File: src/hdl/ugbt_pkg.sv
`default_nettype none
package ugbt_pkg;

   // grid geometry
   localparam int MAX_COLUMNS   = 32;
   localparam int MAX_ROWS      = 32;
   localparam int CELL_CAPACITY = 16;
   localparam int ID_BITS       = 16;

   localparam int COL_BITS  = $clog2(MAX_COLUMNS);
   localparam int ROW_BITS  = $clog2(MAX_ROWS);
   localparam int CELL_BITS = COL_BITS + ROW_BITS;
   localparam int SLOT_BITS = $clog2(CELL_CAPACITY);
   localparam int CNT_BITS  = $clog2(CELL_CAPACITY + 1);
   localparam int MEM_BITS  = CELL_BITS + SLOT_BITS;
   localparam int NUM_CELLS = MAX_COLUMNS * MAX_ROWS;
   localparam int NUM_SLOTS = NUM_CELLS * CELL_CAPACITY;

   // field widths
   localparam int POS_BITS  = 24;
   localparam int SIZE_BITS = 16;
   localparam int DIM_BITS  = 6;
   localparam int DIV_CNT_BITS = $clog2(POS_BITS);

   // opcodes
   localparam logic [1:0] OP_ADD    = 2'd0;
   localparam logic [1:0] OP_REMOVE = 2'd1;
   localparam logic [1:0] OP_QUERY  = 2'd2;

   // status codes
   localparam logic [2:0] ST_ADDED       = 3'd0;
   localparam logic [2:0] ST_PRESENT     = 3'd1;
   localparam logic [2:0] ST_FULL        = 3'd2;
   localparam logic [2:0] ST_REMOVED     = 3'd3;
   localparam logic [2:0] ST_NOT_PRESENT = 3'd4;
   localparam logic [2:0] ST_LISTED      = 3'd5;
   localparam logic [2:0] ST_EMPTY       = 3'd6;
   localparam logic [2:0] ST_BAD_CELL    = 3'd7;

   // register indexes
   localparam logic [1:0] CSR_CELL_SIZE   = 2'd0;
   localparam logic [1:0] CSR_GRID_WIDTH  = 2'd1;
   localparam logic [1:0] CSR_GRID_HEIGHT = 2'd2;

   // controller to datapath
   typedef struct packed {
      logic       load;
      logic       div_step;
      logic       map_load;
      logic       cnt_load;
      logic       idx_clear;
      logic       scan_step;
      logic       shift_en;
      logic       app_wr;
      logic       cnt_wr;
      logic       cnt_inc;
      logic       clr_step;
      logic       emit;
      logic [2:0] emit_status;
      logic       emit_last;
   } ugbt_cmd_type;

   // datapath to controller
   typedef struct packed {
      logic clr_done;
      logic div_done;
      logic bad_cell;
      logic n_zero;
      logic n_full;
      logic idx_last;
      logic found;
      logic out_free;
   } ugbt_sts_type;

endpackage
`default_nettype wire

File: src/hdl/ugbt_ctrl.sv
`default_nettype none
module ugbt_ctrl
   import ugbt_pkg::*;
(
   input  wire logic         clock,
   input  wire logic         reset,
   input  wire logic         req_valid,
   input  wire logic [1:0]   req_opcode,
   output logic              req_stall,
   input  wire ugbt_sts_type sts,
   output ugbt_cmd_type      cmd
);

   typedef enum logic [3:0] {
      S_CLEAR, S_IDLE, S_RM_CHK, S_DIV, S_MAP, S_CNT_RD, S_CNT_WAIT,
      S_BRANCH, S_SCAN_RD, S_SCAN_CHK, S_END, S_DONE
   } state_type;

   state_type  state_ff, state_in;
   logic [1:0] op_ff, op_in;
   logic [2:0] st_ff, st_in;

   assign req_stall = state_ff != S_IDLE;

   // next state and commands
   always_comb begin
      state_in = state_ff;
      op_in    = op_ff;
      st_in    = st_ff;
      cmd      = '0;
      unique case (state_ff)
         S_CLEAR: begin
            cmd.clr_step = 1'b1;
            if (sts.clr_done) state_in = S_IDLE;
         end
         S_IDLE: begin
            if (req_valid) begin
               cmd.load = 1'b1;
               op_in    = req_opcode;
               if (req_opcode == OP_ADD || req_opcode == OP_QUERY) state_in = S_DIV;
               else if (req_opcode == OP_REMOVE) state_in = S_RM_CHK;
            end
         end
         S_RM_CHK: begin
            if (sts.bad_cell) begin
               st_in    = ST_BAD_CELL;
               state_in = S_DONE;
            end else begin
               state_in = S_CNT_RD;
            end
         end
         S_DIV: begin
            cmd.div_step = 1'b1;
            if (sts.div_done) state_in = S_MAP;
         end
         S_MAP: begin
            cmd.map_load = 1'b1;
            state_in     = S_CNT_RD;
         end
         S_CNT_RD: state_in = S_CNT_WAIT;
         S_CNT_WAIT: begin
            cmd.cnt_load  = 1'b1;
            cmd.idx_clear = 1'b1;
            state_in      = S_BRANCH;
         end
         S_BRANCH: begin
            if (!sts.n_zero) begin
               state_in = S_SCAN_RD;
            end else if (op_ff == OP_QUERY) begin
               st_in    = ST_EMPTY;
               state_in = S_DONE;
            end else if (op_ff == OP_REMOVE) begin
               st_in    = ST_NOT_PRESENT;
               state_in = S_DONE;
            end else begin
               state_in = S_END;
            end
         end
         S_SCAN_RD: state_in = S_SCAN_CHK;
         S_SCAN_CHK: begin
            if (op_ff == OP_QUERY) begin
               if (sts.out_free) begin
                  cmd.emit        = 1'b1;
                  cmd.emit_status = ST_LISTED;
                  cmd.emit_last   = sts.idx_last;
                  cmd.scan_step   = 1'b1;
                  state_in        = sts.idx_last ? S_IDLE : S_SCAN_RD;
               end
            end else begin
               cmd.scan_step = 1'b1;
               cmd.shift_en  = op_ff == OP_REMOVE;
               state_in      = sts.idx_last ? S_END : S_SCAN_RD;
            end
         end
         S_END: begin
            state_in = S_DONE;
            if (op_ff == OP_REMOVE) begin
               if (sts.found) begin
                  cmd.cnt_wr = 1'b1;
                  st_in      = ST_REMOVED;
               end else begin
                  st_in = ST_NOT_PRESENT;
               end
            end else if (sts.found) begin
               st_in = ST_PRESENT;
            end else if (sts.n_full) begin
               st_in = ST_FULL;
            end else begin
               cmd.app_wr  = 1'b1;
               cmd.cnt_wr  = 1'b1;
               cmd.cnt_inc = 1'b1;
               st_in       = ST_ADDED;
            end
         end
         S_DONE: begin
            if (sts.out_free) begin
               cmd.emit        = 1'b1;
               cmd.emit_status = st_ff;
               cmd.emit_last   = 1'b1;
               state_in        = S_IDLE;
            end
         end
         default: state_in = S_IDLE;
      endcase
   end

   // state and registered outputs
   always_ff @(posedge clock) begin
      if (reset) begin
         state_ff <= S_CLEAR;
         op_ff    <= OP_ADD;
         st_ff    <= ST_ADDED;
      end else begin
         state_ff <= state_in;
         op_ff    <= op_in;
         st_ff    <= st_in;
      end
   end

endmodule
`default_nettype wire

File: config.mk
export PLATFORM = sky130hd
export DESIGN_NAME = ugbt_ctrl
export DESIGN_NICKNAME = d
export VERILOG_FILES = /design/src/hdl/ugbt_pkg.sv /design/src/hdl/ugbt_ctrl.sv
export SDC_FILE = /design/constraint.sdc
export NUM_CORES = 1
export LEC_CHECK = 0
export BUFFER_PORTS_ARGS = -buffer_cell sky130_fd_sc_hd__buf_2
export CAP_MARGIN = 20
export CORE_MARGIN = 2
export CORE_UTILIZATION = 48
export CTS_CLUSTER_DIAMETER = 50
export CTS_CLUSTER_SIZE = 28
export DETAILED_ROUTE_END_ITERATION = 10
export PLACE_DENSITY = 0.88
export SYNTH_ARGS = -nofsm -noshare
export SYNTH_HDL_FRONTEND = slang
export SYNTH_SLANG_ARGS = --single-unit
File: constraint.sdc
create_clock -name clock -period 1.5 [get_ports clock]
set_input_delay 0.15 -clock clock [delete_from_list [all_inputs] [get_ports clock]]
set_output_delay 0.15 -clock clock [all_outputs]
set_load 0.005 [all_outputs]
==> results of run 1 <==
[power breakdown]
| part | total, W | internal, W | switching (W) |
|---|---|---|---|
| Combinational | 0.000233 | 0.000114 | 0.000119 |
| Clock | 0.000196 | 0.000103 | 0.0000929 |
| Sequential | 0.000265 | 0.000246 | 0.0000197 |
[cell usage after synthesis (all sizes together)]
cell type	number	share of area
o21ai	5	0.030
and3	1	0.0076
a21oi	7	0.043
nor2	12	0.055
o31ai	2	0.018
o22ai	1	0.0076
o21a	2	0.018
nor3b	2	0.018
mux2i	4	0.049
nand2	10	0.046
inv	7	0.032
nand4	1	0.0076
clkbuf	2	0.0091
nor4	2	0.015
a221oi	2	0.029
nor3	7	0.043
ha	3	0.046
buf	7	0.058
nand2b	6	0.046
nor2b	3	0.023
nand3	3	0.018
or3b	2	0.021
nand3b	3	0.027
dfxtp	9	0.22
o21bai	1	0.0091
o221ai	1	0.011
a211oi	2	0.018
o32ai	2	0.030
or3	1	0.014
and2	4	0.030
[flip-flops by register name, indices dropped and copies added (netlist names)]
register,flops
st_ff,3
state_ff,4
op_ff,2
[routing by layer]
layer / share of wire / global-route usage
met1: 0.36 / 0.355
met2: 0.46 / 0.440
met3: 0.12 / 0.0920
met4: 0.062 / 0.118
met5: 0 / 0
[cell type report]
| class | instances | area, um2 |
|---|---|---|
| tap | 16 | 20.0 |
| fill | 98 | 282 |
| timing repair buffer | 51 | 330 |
| sequential | 9 | 200 |
| multi-input combinational | 89 | 674 |
| inverter | 7 | 26.3 |
| clock buffer | 4 | 26.3 |
[cell families after synthesis]
group           after synthesis  synth area share
simple gates                 57             0.372
compound gates               25             0.215
buf+inv                      16            0.0991
flops                         9             0.220
mux                           4            0.0488
fa+ha+maj                     3            0.0457
[metrics by stage]
step	total power (W)	setup TNS (ps)	setup slack (ps)
after floorplan	0.000370	0	108
after global placement	0.000432	0	26.6
after detailed placement	0.000440	-48.2	-19.5
after CTS	0.000649	-5.49	-2.75
after global routing	0.000719	-269	-88.2
final	0.000694	-82.4	-34.1
[what timing repair did]
item	in CTS	in global routing
pin swaps	2	3
resized for setup	28	11
buffers inserted	5	7
endpoints found under the setup margin	16	14
[worst paths after layout]
check	startpoint	to
worst max-delay path	op_ff[0]	cmd[7]
worst min-delay path	sts[7]	state_ff[0]
worst max register to register	state_ff[1]	state_ff[0]
worst min register to register	st_ff[1]	st_ff[1]
[worst register-to-register path, cell delays in order (launching register included)]
cell and delay [ps]:
dfxtp_4 390, or3b_1 420, o21ai_0 240, o31ai_1 120
a221oi_2 230
==> impl_results.md, run 1 <==
- Most common cell after layout, fill and taps aside: buf_2
- Post-layout minimum cycle time: 1530 ps
- Vias in the first global route: 918
- Area grow syn2layout: 55.6%
- DP Cell Count: 162
- Clock skew: 7.00 ps
- CTS tree: yes
- GRT Resource Usage Total: 0.282
- CTS Buf Count: 3
- Slew headroom: 0.756
- Die span in x: 45.4 um
- Core Rows: 14
- Gp weighted congestion: 0.871
- Fmax: 0.652 GHz
- Mapped Nets: 130
- Crit start category: flip-flop
- Fin area: 0.00128 mm2
- Final-report hold violation count: 0
- Largest net degree at the start of global routing: 13
- Die ar.: 0.00206 mm2
- Clk slew on worst S/H paths: 70 ps
- Crit share post-route: 1.02
- DR vias: 1100
- Avg WL per Cell: 18.3 um
- Leakage: 0.562 nW
- Failing checks: negative setup slack
- Status: finished with violations
- Worst EP required: 1350 ps
- R2r setup slk: 0 ps
- Layout Cells excl Fill: 176
- Cell area after synthesis: 821 um2
- Crit path capture type: output port
- Residual DRC: 0
- Final ANT Viol Nets: 0
- Critical path cell sequence: buf_4, ha_4, nor3_2, o21a_1, buf_2
- Critical Path AT: 1380 ps
- Max incr delay on CP: 320 ps
- IO Port Bufs: 29
- # nets final: 177
- Unrepaired setup endpoints after global routing: yes
- Placed instance area: 0.00102 mm2
- Synth cell types: 36
- FF+latch count, synth: 9
- Hold_buf cts: 0
- Slew Viols, Final: 0
- Hold WS: 137 ps
- Hold path depth: 3
- Layout Utilization: 0.819
- Kind of critical path: flip-flop to output port
- CP delay by family, top: flip-flops
- Ys Warns: 0
- Slowest CP cell: dfxtp_2
- First-pass GRT wire length: 4130 um
- R2R cell count: 4
- ANT cells: 0
- Clock Tree Buf Depth: 2
- Root Buffer: clkbuf_4
- Iter 0 DRT Violations: 72
- Critical path depth: 5
- Initial antenna violation count: 0
- Layout cells sized above 1: 0.500
- Maximum VDD drop: 0.563 mV
- Final Setup Violations: 4
- Max-Cap Viols: 0
- CTS Sinks: 9
- Slew of the pin with the lowest slew margin: 366 ps
- Avg Cell Area, Syn: 7.20 um2
- # IOs: 30
- Core Region: 0.00156 mm2
- Initial Util: 0.526
- CTS HTree Levels: 1
- DR pass1 iterations: 5
- Cell count after synthesis: 114
- Vias per inst: 6.25
- Most frequent cells in the layout: buf_2 (27), buf_4 (21), nor2_1 (12), nand2_1 (10)
- HPWL Detailed: 1840 um
- Total routed wirelength: 3210 um
- Worst Setup Slack, final: -34.1 ps
- Die height: 45.4 um
- Worst-Skew Late Latency: 270 ps
- HP Class: primary input to flip-flop
- Pwr per Cell Area: 543 mW/mm2
- Worst Path Buf+Inv: 2
- Sequential area share after synthesis: 0.220
- Total grt overflow: 0
- Max Fanout on Critical Path: 4
(Power assumes the default switching activity.)
==> run 2, diff against run 1 <==
- ABC_AREA: default -> 1
- CORE_UTILIZATION: 48 -> 45
- PLACE_DENSITY: 0.88 -> 0.84
==> impl_results.md, run 2 <==
- HPWL Detailed: 1640 um
- Total routed wirelength: 2590 um
- FILL cells: 144
- DR vias: 1076
- DP Cell Count: 189
- Pwr per Cell Area: 596 mW/mm2
- Sum Neg Setup Slack: 0 ps
- Worst EP required: 1350 ps
- IO Port Bufs: 29
- Synth area leaders: dfxtp_1 (23%), nand2_1 (14%), nor2_1 (13%)
- CTS HTree Levels: 1
- Layout cells sized above 1: 0.434
- ANT cells: 0
- Final-report hold violation count: 0
- Top Registers: state_ff x4, st_ff x3, op_ff x2
- Synth cell types: 18
- Top-area cell type share of the netlist area: 0.226
- FF+latch count, synth: 9
- CTS tree: yes
- Largest area contributor in the netlist: dfxtp_1
- Kind of critical path: flip-flop to output port
- Synth Area in XOR/XNOR: 0
- Total power: 0.000700 W
- Mapped Nets: 159
- Mux cell area share after synthesis: 0
- Footprint of the multi-input gates: 613 um2
- Fmax: 0.668 GHz
- Most common cell in the netlist: nand2_1
- Crit start category: flip-flop
- Residual DRC: 0
- Area grow syn2layout: 47.8%
- Ys Warns: 0
- Iter 0 DRT Violations: 37
- Post-synth ARST share: 0
- Core Rows: 15
- Final Setup Violations: 0
- Crit path capture type: output port
- Cell count after synthesis: 143
- # nets final: 199
- DR pass1 iterations: 4
- Final ANT Viol Nets: 0
- Post-synthesis compound-gate area fraction: 0.149
- Placed instance area: 962 um2
- Most frequent cells in the layout: buf_2 (29), nand2_1 (24), nor2_1 (22), inv_1 (19)
- CTS Buf Count: 3
- Layout Utilization: 0.696
- Initial antenna violation count: 0
- Max reg flops: 4
- Worst-Skew Late Latency: 270 ps
- Hold_buf cts: 0
- Vias in the first global route: 846
- Critical Path AT: 1350 ps
- Largest net degree at the start of global routing: 8
- Sequential area share after synthesis: 0.226
- Avg Cell Area, Syn: 5.56 um2
- Layout Cells excl Fill: 199
- Unrepaired setup endpoints after global routing: yes
- Top reg by flops: state_ff
- Clk slew on worst S/H paths: 70 ps
- Maximum VDD drop: 0.434 mV
- Crit share post-route: 0.999
- Vias per inst: 5.41
- Max Fanout on Critical Path: 5
- Clock Tree Buf Depth: 2
- Max-Cap Viols: 0
- Synth Area in Simple Gates: 0.431
- Total grt overflow: 0
- Slew headroom: 0.833
- Initial Util: 0.471
- Gp weighted congestion: 0.889
- Sequential cell area: 198 um2
- Clock skew: 3.86 ps
- GRT Resource Usage Total: 0.231
- Die span in x: 46.1 um
- Die height: 46.1 um
- Slew of the pin with the lowest slew margin: 249 ps
- First-pass GRT wire length: 3460 um
- Main combinational cell family by area after synthesis: simple AND/OR/NAND/NOR gates
- Synth top cells by count: nand2_1 (30), nor2_1 (28), inv_1 (27), nand3_1 (11), a21oi_1 (10)
- Status: complete, no violations
- HP Class: primary input to flip-flop
- Root Buffer: clkbuf_4
- Fin area: 0.00118 mm2
- Avg WL per Cell: 13.0 um
- Slew Viols, Final: 0
- Core Region: 0.00169 mm2
- Die ar.: 0.00212 mm2
- Post-layout minimum cycle time: 1500 ps
- Cell area after synthesis: 796 um2
- Leakage: 0.613 nW
- Post-synthesis adder-cell area fraction: 0.0472
- Most common cell after layout, fill and taps aside: buf_2
- Main synth FF type: dfxtp_1
- # IOs: 30
- Number of synthesized flops with an enable pin: 0
- CTS Sinks: 9
## run 2: stage by stage
stage / hold WS [ps] / setup slack [ps]
floorplan: 219 / 111
global placement: 341 / 113
detailed placement: 343 / 85.9
CTS: 49.8 / 2.48
global route: 66.3 / -60.6
finish: 58.9 / 1.96
## run 2: worst paths after layout
kind               startpoint     endpoint  slack (ps)  cells past startpoint
setup reg to reg     op_ff[0]     st_ff[0]          30                      8
hold / removal          reset  state_ff[1]          60                      2
hold reg to reg      st_ff[2]     st_ff[2]         480                      2
setup / recovery  state_ff[3]       cmd[7]           2                      6
## run 2: area by class of cell
cell class,instances,share of cell area
clock buffers,4,0.0223
inverters,27,0.0926
multi-input cells,105,0.521
flip-flops and latches,9,0.168
well taps,17,0.0181
repair buffers,37,0.178
## run 2: cells by family (layout without fill, tap and decap cells)
| group | Yosys count | after routing |
|---|---|---|
| flops | 9 | 9 |
| compound gates | 22 | 22 |
| simple gates | 80 | 80 |
| fa+ha+maj | 3 | 3 |
| buf+inv | 29 | 68 |
## run 2: repair_timing
item,in CTS,in global routing
pin swaps,2,7
setup endpoints to repair,8,14
resized for setup,22,30
setup buffers,1,5
## run 2: worst max-delay path: stages (launching register included)
cell	delay [ps]
dfxtp_4	420
inv_4	50
nor2_4	80
buf_4	130
nand4_1	150
nor2_1	130
buf_2	110
## run 2: power breakdown
part | switching [W] | internal (W) | total (W) | leakage (nW)
sequential | 0.0000199 | 0.000253 | 0.000273 | 0.0770
clock | 0.000100 | 0.000103 | 0.000203 | 0.0150
combinational | 0.000136 | 0.0000889 | 0.000225 | 0.521
## run 2: routing by layer
metal  up-vias  routed length [um]  GRT usage
met4         0                  75      0.120
li1        531                   -          -
met3        11                 180     0.0392
met2        54                1300      0.375
met1       480                1040      0.290
met5         -                   0          0
